## src/rtl/assert_macros.svh

```systemverilog
// ---------------------------------------------------------------------------
// assert_macros.svh
// Concurrent assertion helpers, clocked on i_clk, held off during reset.
// ---------------------------------------------------------------------------
`ifndef ASSERT_MACROS_SVH
`define ASSERT_MACROS_SVH

// same-cycle implication
`define TTS_ASSERT_IMPL(lbl, ante, cons) \
    lbl: assert property (@(posedge i_clk) disable iff (!i_rst_n) (ante) |-> (cons)) \
        else $error("assertion failed");

// next-cycle implication
`define TTS_ASSERT_NEXT(lbl, ante, cons) \
    lbl: assert property (@(posedge i_clk) disable iff (!i_rst_n) (ante) |=> (cons)) \
        else $error("assertion failed");

`endif

```

## src/rtl/tts_pkg.sv

```systemverilog
// ---------------------------------------------------------------------------
// tts_pkg
// Shared types and codes of the tick task scheduler.
// ---------------------------------------------------------------------------
`default_nettype none

package tts_pkg;

    localparam logic ACT_TICK = 1'b0;
    localparam logic ACT_ADD  = 1'b1;

    typedef enum logic [1:0] {
        KIND_ADDED = 2'd0,
        KIND_FULL  = 2'd1,
        KIND_DUE   = 2'd2,
        KIND_IDLE  = 2'd3
    } t_kind;

    typedef struct packed {
        logic start;
        logic rd;
        logic step;
        logic flush;
    } t_cmd;

    typedef struct packed {
        logic is_add;
        logic full;
        logic empty;
        logic last_slot;
        logic due;
        logic pend_v;
        logic out_free;
    } t_status;

endpackage

`default_nettype wire

```

## src/rtl/tts_ctrl.sv

```systemverilog
// ---------------------------------------------------------------------------
// tts_ctrl
// Sequencer: accepts an item, walks the slot table for a non-empty tick, flushes the last result.
// ---------------------------------------------------------------------------
`default_nettype none

module tts_ctrl (
    input  wire logic             i_clk,
    input  wire logic             i_rst_n,
    input  wire logic             i_s_tvalid,
    output logic                  o_s_tready,
    input  wire tts_pkg::t_status i_status,
    output tts_pkg::t_cmd         o_cmd
);
    import tts_pkg::*;

    typedef enum logic [3:0] {
        ST_IDLE  = 4'b0001,
        ST_READ  = 4'b0010,
        ST_EVAL  = 4'b0100,
        ST_FLUSH = 4'b1000
    } t_state;

    t_state r_state, n_state;
    logic   can_step;

    assign can_step = !(i_status.due && i_status.pend_v && !i_status.out_free);

    always_comb begin
        n_state    = r_state;
        o_cmd      = '0;
        o_s_tready = 1'b0;
        unique case (r_state)
            ST_IDLE: begin
                o_s_tready = i_rst_n;
                if (i_s_tvalid && i_rst_n) begin
                    o_cmd.start = 1'b1;
                    if (i_status.is_add || i_status.empty) begin
                        n_state = ST_FLUSH;
                    end else begin
                        n_state = ST_READ;
                    end
                end
            end
            ST_READ: begin
                o_cmd.rd = 1'b1;
                n_state  = ST_EVAL;
            end
            ST_EVAL: begin
                if (can_step) begin
                    o_cmd.step = 1'b1;
                    n_state    = i_status.last_slot ? ST_FLUSH : ST_READ;
                end
            end
            ST_FLUSH: begin
                if (i_status.out_free) begin
                    o_cmd.flush = 1'b1;
                    n_state     = ST_IDLE;
                end
            end
            default: n_state = ST_IDLE;
        endcase
    end

    always_ff @(posedge i_clk) begin
        if (!i_rst_n) begin
            r_state <= ST_IDLE;
        end else begin
            r_state <= n_state;
        end
    end

endmodule

`default_nettype wire

```

## src/rtl/tts_dp.sv

```systemverilog
// ---------------------------------------------------------------------------
// tts_dp
// Slot table memories, fill count, walk index, pending result, output stage.
// ---------------------------------------------------------------------------
`default_nettype none

module tts_dp #(
    parameter int MAX_TASKS = 8
) (
    input  wire logic             i_clk,
    input  wire logic             i_rst_n,
    input  wire tts_pkg::t_cmd    i_cmd,
    output tts_pkg::t_status      o_status,
    input  wire logic             i_action,
    input  wire logic [7:0]       i_task,
    input  wire logic [31:0]      i_start,
    input  wire logic [31:0]      i_period,
    output logic                  o_out_valid,
    input  wire logic             i_out_ready,
    output tts_pkg::t_kind        o_out_kind,
    output logic [2:0]            o_out_slot,
    output logic [7:0]            o_out_task,
    output logic                  o_out_last
);
    import tts_pkg::*;

    localparam int IW = (MAX_TASKS > 1) ? $clog2(MAX_TASKS) : 1;
    localparam int FW = $clog2(MAX_TASKS + 1);

    logic [7:0]  mem_task   [MAX_TASKS];
    logic [31:0] mem_delay  [MAX_TASKS];
    logic [31:0] mem_period [MAX_TASKS];

    logic [FW-1:0] r_fill;
    logic [IW-1:0] r_idx;
    logic [7:0]    r_rd_task;
    logic [31:0]   r_rd_delay;
    logic [31:0]   r_rd_period;

    logic          r_pend_v;
    t_kind         r_pend_kind;
    logic [2:0]    r_pend_slot;
    logic [7:0]    r_pend_task;

    logic          r_out_valid;
    t_kind         r_out_kind;
    logic [2:0]    r_out_slot;
    logic [7:0]    r_out_task;
    logic          r_out_last;

    logic          add_wr;
    logic          dly_wr;
    logic [IW-1:0] dly_addr;
    logic [31:0]   dly_data;
    logic          due;
    logic          push_mid;

    assign due       = (r_rd_delay == 32'd0);
    assign add_wr    = i_cmd.start && (i_action == ACT_ADD) && !o_status.full;
    assign dly_wr    = add_wr || i_cmd.step;
    assign dly_addr  = add_wr ? r_fill[IW-1:0] : r_idx;
    assign dly_data  = add_wr ? i_start : (due ? r_rd_period : r_rd_delay - 32'd1);
    assign push_mid  = i_cmd.step && due && r_pend_v;

    assign o_status.is_add    = (i_action == ACT_ADD);
    assign o_status.full      = (r_fill == FW'(MAX_TASKS));
    assign o_status.empty     = (r_fill == '0);
    assign o_status.last_slot = ((FW'(r_idx) + FW'(1)) == r_fill);
    assign o_status.due       = due;
    assign o_status.pend_v    = r_pend_v;
    assign o_status.out_free  = !r_out_valid || i_out_ready;

    always_ff @(posedge i_clk) begin
        if (add_wr) begin
            mem_task[r_fill[IW-1:0]]   <= i_task;
            mem_period[r_fill[IW-1:0]] <= i_period;
        end
        if (dly_wr) begin
            mem_delay[dly_addr] <= dly_data;
        end
        if (i_cmd.rd) begin
            r_rd_task   <= mem_task[r_idx];
            r_rd_delay  <= mem_delay[r_idx];
            r_rd_period <= mem_period[r_idx];
        end
    end

    always_ff @(posedge i_clk) begin
        if (!i_rst_n) begin
            r_fill   <= '0;
            r_idx    <= '0;
            r_pend_v <= 1'b0;
        end else begin
            if (i_cmd.start) begin
                r_idx <= '0;
                if (i_action == ACT_ADD) begin
                    r_pend_v <= 1'b1;
                    if (add_wr) begin
                        r_fill <= r_fill + FW'(1);
                    end
                end else begin
                    r_pend_v <= 1'b0;
                end
            end
            if (i_cmd.step) begin
                r_idx <= r_idx + IW'(1);
                if (due) begin
                    r_pend_v <= 1'b1;
                end
            end
            if (i_cmd.flush) begin
                r_pend_v <= 1'b0;
            end
        end
    end

    always_ff @(posedge i_clk) begin
        if (i_cmd.start) begin
            if (add_wr) begin
                r_pend_kind <= KIND_ADDED;
                r_pend_slot <= 3'(r_fill);
                r_pend_task <= i_task;
            end else begin
                r_pend_kind <= KIND_FULL;
                r_pend_slot <= 3'd0;
                r_pend_task <= 8'd0;
            end
        end else if (i_cmd.step && due) begin
            r_pend_kind <= KIND_DUE;
            r_pend_slot <= 3'(r_idx);
            r_pend_task <= r_rd_task;
        end
    end

    always_ff @(posedge i_clk) begin
        if (!i_rst_n) begin
            r_out_valid <= 1'b0;
        end else if (push_mid || i_cmd.flush) begin
            r_out_valid <= 1'b1;
        end else if (i_out_ready) begin
            r_out_valid <= 1'b0;
        end
    end

    always_ff @(posedge i_clk) begin
        if (push_mid) begin
            r_out_kind <= r_pend_kind;
            r_out_slot <= r_pend_slot;
            r_out_task <= r_pend_task;
            r_out_last <= 1'b0;
        end else if (i_cmd.flush) begin
            r_out_last <= 1'b1;
            if (r_pend_v) begin
                r_out_kind <= r_pend_kind;
                r_out_slot <= r_pend_slot;
                r_out_task <= r_pend_task;
            end else begin
                r_out_kind <= KIND_IDLE;
                r_out_slot <= 3'd0;
                r_out_task <= 8'd0;
            end
        end
    end

    assign o_out_valid = r_out_valid;
    assign o_out_kind  = r_out_kind;
    assign o_out_slot  = r_out_slot;
    assign o_out_task  = r_out_task;
    assign o_out_last  = r_out_last;

endmodule

`default_nettype wire

```

## src/rtl/tick_task_scheduler.sv

```systemverilog
// ---------------------------------------------------------------------------
// tick_task_scheduler
// Time-triggered task table: add items fill slots, tick items report due tasks.
// ---------------------------------------------------------------------------
//   channel  dir  tdata                                        tuser   tlast
//   s        in   task_id, start_delay, reload_period          action  -
//   m        out  slot, due_task                               kind    last
//
// Add: accept, then flush. Tick: accept, then for each filled slot a
// registered table read and an evaluate/write-back, then flush.
// Reset clears the fill count, walk index and valid flags, not the table; the table needs no clearing pass.
// A stalled output holds the walk only when a second due result is ready.
// ---------------------------------------------------------------------------
`default_nettype none

module tick_task_scheduler #(
    parameter int MAX_TASKS = 8
) (
    input  wire logic        i_clk,
    input  wire logic        i_rst_n,
    input  wire logic        i_s_tvalid,
    output logic             o_s_tready,
    input  wire logic [71:0] i_s_tdata,   // task_id[7:0], start_delay[39:8], reload_period[71:40]
    input  wire logic [0:0]  i_s_tuser,   // action[0]
    output logic             o_m_tvalid,
    input  wire logic        i_m_tready,
    output logic [15:0]      o_m_tdata,   // slot[2:0], due_task[10:3], zero[15:11]
    output logic [1:0]       o_m_tuser,   // kind[1:0]
    output logic             o_m_tlast
);
    import tts_pkg::*;

    `include "assert_macros.svh"

    t_cmd       cmd;
    t_status    status;
    t_kind      out_kind;
    logic [2:0] out_slot;
    logic [7:0] out_task;

    tts_ctrl u_ctrl (
        .i_clk      (i_clk),
        .i_rst_n    (i_rst_n),
        .i_s_tvalid (i_s_tvalid),
        .o_s_tready (o_s_tready),
        .i_status   (status),
        .o_cmd      (cmd)
    );

    tts_dp #(
        .MAX_TASKS (MAX_TASKS)
    ) u_dp (
        .i_clk       (i_clk),
        .i_rst_n     (i_rst_n),
        .i_cmd       (cmd),
        .o_status    (status),
        .i_action    (i_s_tuser[0]),
        .i_task      (i_s_tdata[7:0]),
        .i_start     (i_s_tdata[39:8]),
        .i_period    (i_s_tdata[71:40]),
        .o_out_valid (o_m_tvalid),
        .i_out_ready (i_m_tready),
        .o_out_kind  (out_kind),
        .o_out_slot  (out_slot),
        .o_out_task  (out_task),
        .o_out_last  (o_m_tlast)
    );

    assign o_m_tdata = {5'd0, out_task, out_slot};
    assign o_m_tuser = out_kind;

    `TTS_ASSERT_NEXT(a_busy_after_accept, i_s_tvalid && o_s_tready, !o_s_tready)
    `TTS_ASSERT_IMPL(a_add_result_last,
        o_m_tvalid && (o_m_tuser == KIND_ADDED || o_m_tuser == KIND_FULL), o_m_tlast)
    `TTS_ASSERT_IMPL(a_idle_result_clean,
        o_m_tvalid && (o_m_tuser == KIND_IDLE), o_m_tlast && (o_m_tdata == 16'd0))

endmodule

`default_nettype wire
```

## config.mk

```make
export PLATFORM = sky130hd
export DESIGN_NAME = tick_task_scheduler
export DESIGN_NICKNAME = d
export VERILOG_FILES = /design/src/rtl/tts_pkg.sv /design/src/rtl/tts_ctrl.sv /design/src/rtl/tts_dp.sv /design/src/rtl/tick_task_scheduler.sv
export VERILOG_INCLUDE_DIRS = /design/src /design/src/rtl
export SDC_FILE = /design/constraint.sdc
export NUM_CORES = 1
export LEC_CHECK = 0
export BUFFER_PORTS_ARGS = -buffer_cell sky130_fd_sc_hd__buf_2
export CORE_MARGIN = 2
export CORE_UTILIZATION = 49
export DETAILED_ROUTE_END_ITERATION = 12
export PLACE_DENSITY = 0.76
export SETUP_SLACK_MARGIN = 0.5
export SYNTH_ARGS = -nofsm -noshare
export SYNTH_HDL_FRONTEND = slang
export SYNTH_SLANG_ARGS = --single-unit
```

## constraint.sdc

```tcl
create_clock -name i_clk -period 5.25 [get_ports i_clk]
set_clock_uncertainty 0.15 [all_clocks]
set_input_delay 0.7875 -clock i_clk [delete_from_list [all_inputs] [get_ports i_clk]]
set_output_delay 0.7875 -clock i_clk [all_outputs]
set_load 0.02 [all_outputs]
```

==> results_dict.tcl <==
set metrics [dict create \
    status "finished, final reports clean" \
    netlist_top_cells_area "edfxtp_1 (75%), mux4_2 (12%), nand2_1 (3.6%), dfxtp_1 (1.0%), o21ai_0 (0.72%)" \
    critPathLaunchType "flip-flop" \
    cpPeakStageDelay_ns 0.78 \
    clk_path_buf_depth 3 \
    worstSetupEndpointType "flip-flop" \
    synth_area_per_cell_sq_um 18.2 \
    multi_input_area_sq_um 6260 \
    crit_buf_inv 1 \
    hold_viol 0 \
    place.gp.congestion 0.868 \
    drive_above_1_share_pct 23.8 \
    syn_to_final_growth_pct 13.1 \
    max_cap_violations 0 \
    cts_tree "yes" \
    drt-total-wl_mm 58.0 \
    via_per_inst 5.92 \
    first_iter_violations 1555 \
    regArea_sq_um 20500 \
    synth-async-reset-ratio_pct 0 \
    rsz0062_at_grt "no" \
    ant_nets 0 \
    ys_seq_area_share_pct 75.8 \
    tightest_slew_ns 1.19 \
    path_max_fanout 32 \
    port_buffers 92 \
    min_period_ns 3.95 \
    clk_pin_slew_ns 0.06 \
    peakVddDrop_mv 0.235 \
    h-tree-depth 3 \
    setup_tns_ns 0 \
    dieArea_sq_um 57100 \
    post-route-period-util_pct 75.2 \
    overflow 0 \
    required_ns 5.36 \
    synth_cell_types 60 \
    io-pin-count 98 \
    grt_max_degree 75 \
    cp_cell_sequence "or4_4 -> nor4_4 -> and3_2 -> buf_4 -> nor2_1 -> a211oi_1" \
    track_usage_pct 20.7 \
    grt_pass1_vias 14100 \
    die_h_microns 239 \
    row_count 86 \
    ys_ff_latch 688 \
    synth_area_leader_cell "edfxtp_1" \
    syn_inst 1484 \
    max-slew-margin-rel_pct 20.5 \
    cts.hold.buffers_added 0 \
    clock_latency_ns 0.60 \
    synth_top_cell_area_share_pct 74.8 \
    die_x_microns 239 \
    postCtsSetupRepairBufs 0 \
    crit_arrival_ns 4.06 \
    clkSinkCount 688 \
    start_util_pct 49.3 \
    hold_path.class "in2reg" \
    dr_total_vias 13900 \
    drc_errors 0 \
    fmax_mhz 253 \
    antenna_found_initial 12 \
    ys.flop_type "edfxtp_1" \
    grt_first_pass_wirelength_mm 86.8 \
    root_buffer "clkbuf_16" \
    hpwl_mm 33.9 \
    critPathSlowestCell "a211oi_1" \
    worst-setup-path-type "reg2reg" \
    finalPower_mw 11.0 \
    power_density_nw_per_um2 359 \
    syn-cell-area_sq_um 27100 \
    drt_first_pass_iters 6 \
    fillers 4020 \
    slew_violations 0 \
    final_common_cell "edfxtp_1" \
    cts_inserted_buffers 68 \
    wire_per_inst_microns 24.6 \
    finalSetupViolCount 0 \
    leakage_nw 9.82 \
    synth_edf_count 674 \
    layout.nets 1681 \
    ys_warn_count 0 \
    final_cell_mix "edfxtp_1 (674), nand2_1 (259), mux4_2 (144)" \
    cts_resized 0 \
    cp_top_family "simple AND/OR/NAND/NOR gates" \
    core_sq_um 54900 \
]
-- layer usage --
metal / share of wire [%] / track usage, %
met3: 10 / 6.04
met4: 3.0 / 6.69
met1: 39 / 27.7
met5: 0.16 / 0
met2: 48 / 32.8
-- synth_stat cells (9+ instances only) --
cell,n
clkbuf_1,42
nor3_1,18
and2_1,14
nand2_1,259
nor2_1,52
dfxtp_1,14
nand3_1,9
a22o_1,9
o21ai_0,39
edfxtp_1,674
xnor2_1,17
mux4_2,144
a21oi_1,24
buf_1,13
inv_1,13
buf_2,16
xor2_1,11
-- cells by family (layout without fill, tap and decap cells) --
| group | after synthesis | count (layout) | share of synthesized area (%) |
|---|---|---|---|
| compound gates | 114 | 114 | 2.64 |
| xor+xnor | 28 | 28 | 0.906 |
| buf+inv | 92 | 253 | 1.49 |
| simple gates | 407 | 407 | 6.71 |
| other cells | 1 | 7 | 0.0139 |
| mux | 149 | 149 | 12.2 |
| flops | 688 | 688 | 75.8 |
| fa+ha+maj | 5 | 5 | 0.231 |
-- sequential cells by signal (all words and copies together) (netlist names), 3 cells and up --
| signal | flops |
|---|---|
| u_dp.r_rd_task | 8 |
| u_dp.mem_task | 64 |
| u_dp.r_rd_period | 32 |
| u_dp.mem_period | 256 |
| u_dp.mem_delay | 256 |
| u_dp.o_out_task | 8 |
| u_ctrl.r_state | 4 |
| u_dp.r_pend_slot | 3 |
| u_dp.r_fill | 4 |
| u_dp.r_pend_task | 8 |
| u_dp.o_out_slot | 3 |
| u_dp.r_rd_delay | 32 |
| u_dp.r_idx | 3 |
-- worst register-to-register path: cells and delay by family, from the launching register on --
kind	cells	cell delay [ns]
and+or+nand+nor	4	1.85
DFF	1	0.47
buffers and inverters	1	0.38
AOI/OAI and AO/OA	1	0.78
-- stage by stage --
| step | util (%) | cell area (sq um) | hold slack (ns) | setup WS [ns] | instances |
|---|---|---|---|---|---|
| finish | 55.7 | 30600 | 0.309 | 1.30 | 2355 |
| global route | 55.7 | 30600 | 0.298 | 1.16 | 2353 |
| CTS | 55.7 | 30600 | 0.279 | 1.32 | 2353 |
| detailed placement | 51.8 | 28400 | 0.334 | 1.36 | 2233 |
| global placement | 51.8 | 28400 | 0.321 | 1.44 | 2233 |
| floorplan | - | 27100 | 0.327 | 0.358 | 1488 |
-- where the power goes --
part | internal (mW) | total (mW) | switching [mW]
registers | 6.06 | 6.07 | 0.0166
clock network | 2.72 | 4.68 | 1.96
logic | 0.0761 | 0.239 | 0.162
-- area by class of cell --
type,count,area share (%)
Multi-Input combinational cell,708,20.5
Clock buffer,89,5.99
Clock inverter,31,1.01
Timing Repair Buffer,120,2.36
Inverter,13,0.160
Tap cell,704,2.88
Sequential cell,688,67.1
Antenna cell,2,0.0164
-- path summary, 6_finish.rpt --
path | slack [ns] | depth (start not counted) | to | from
worst max register to register | 1.30 | 6 | u_dp.mem_delay[5][18] | u_dp.r_rd_delay[8]
worst min register to register | 0.34 | 1 | u_dp.o_out_last | u_dp.o_out_last
worst max-delay path | 1.30 | 6 | u_dp.mem_delay[5][18] | u_dp.r_rd_delay[8]
worst min-delay path | 0.31 | 1 | u_dp.mem_period[2][1] | i_s_tdata[41]
No activity file was read; power rests on OpenSTA's default activity.
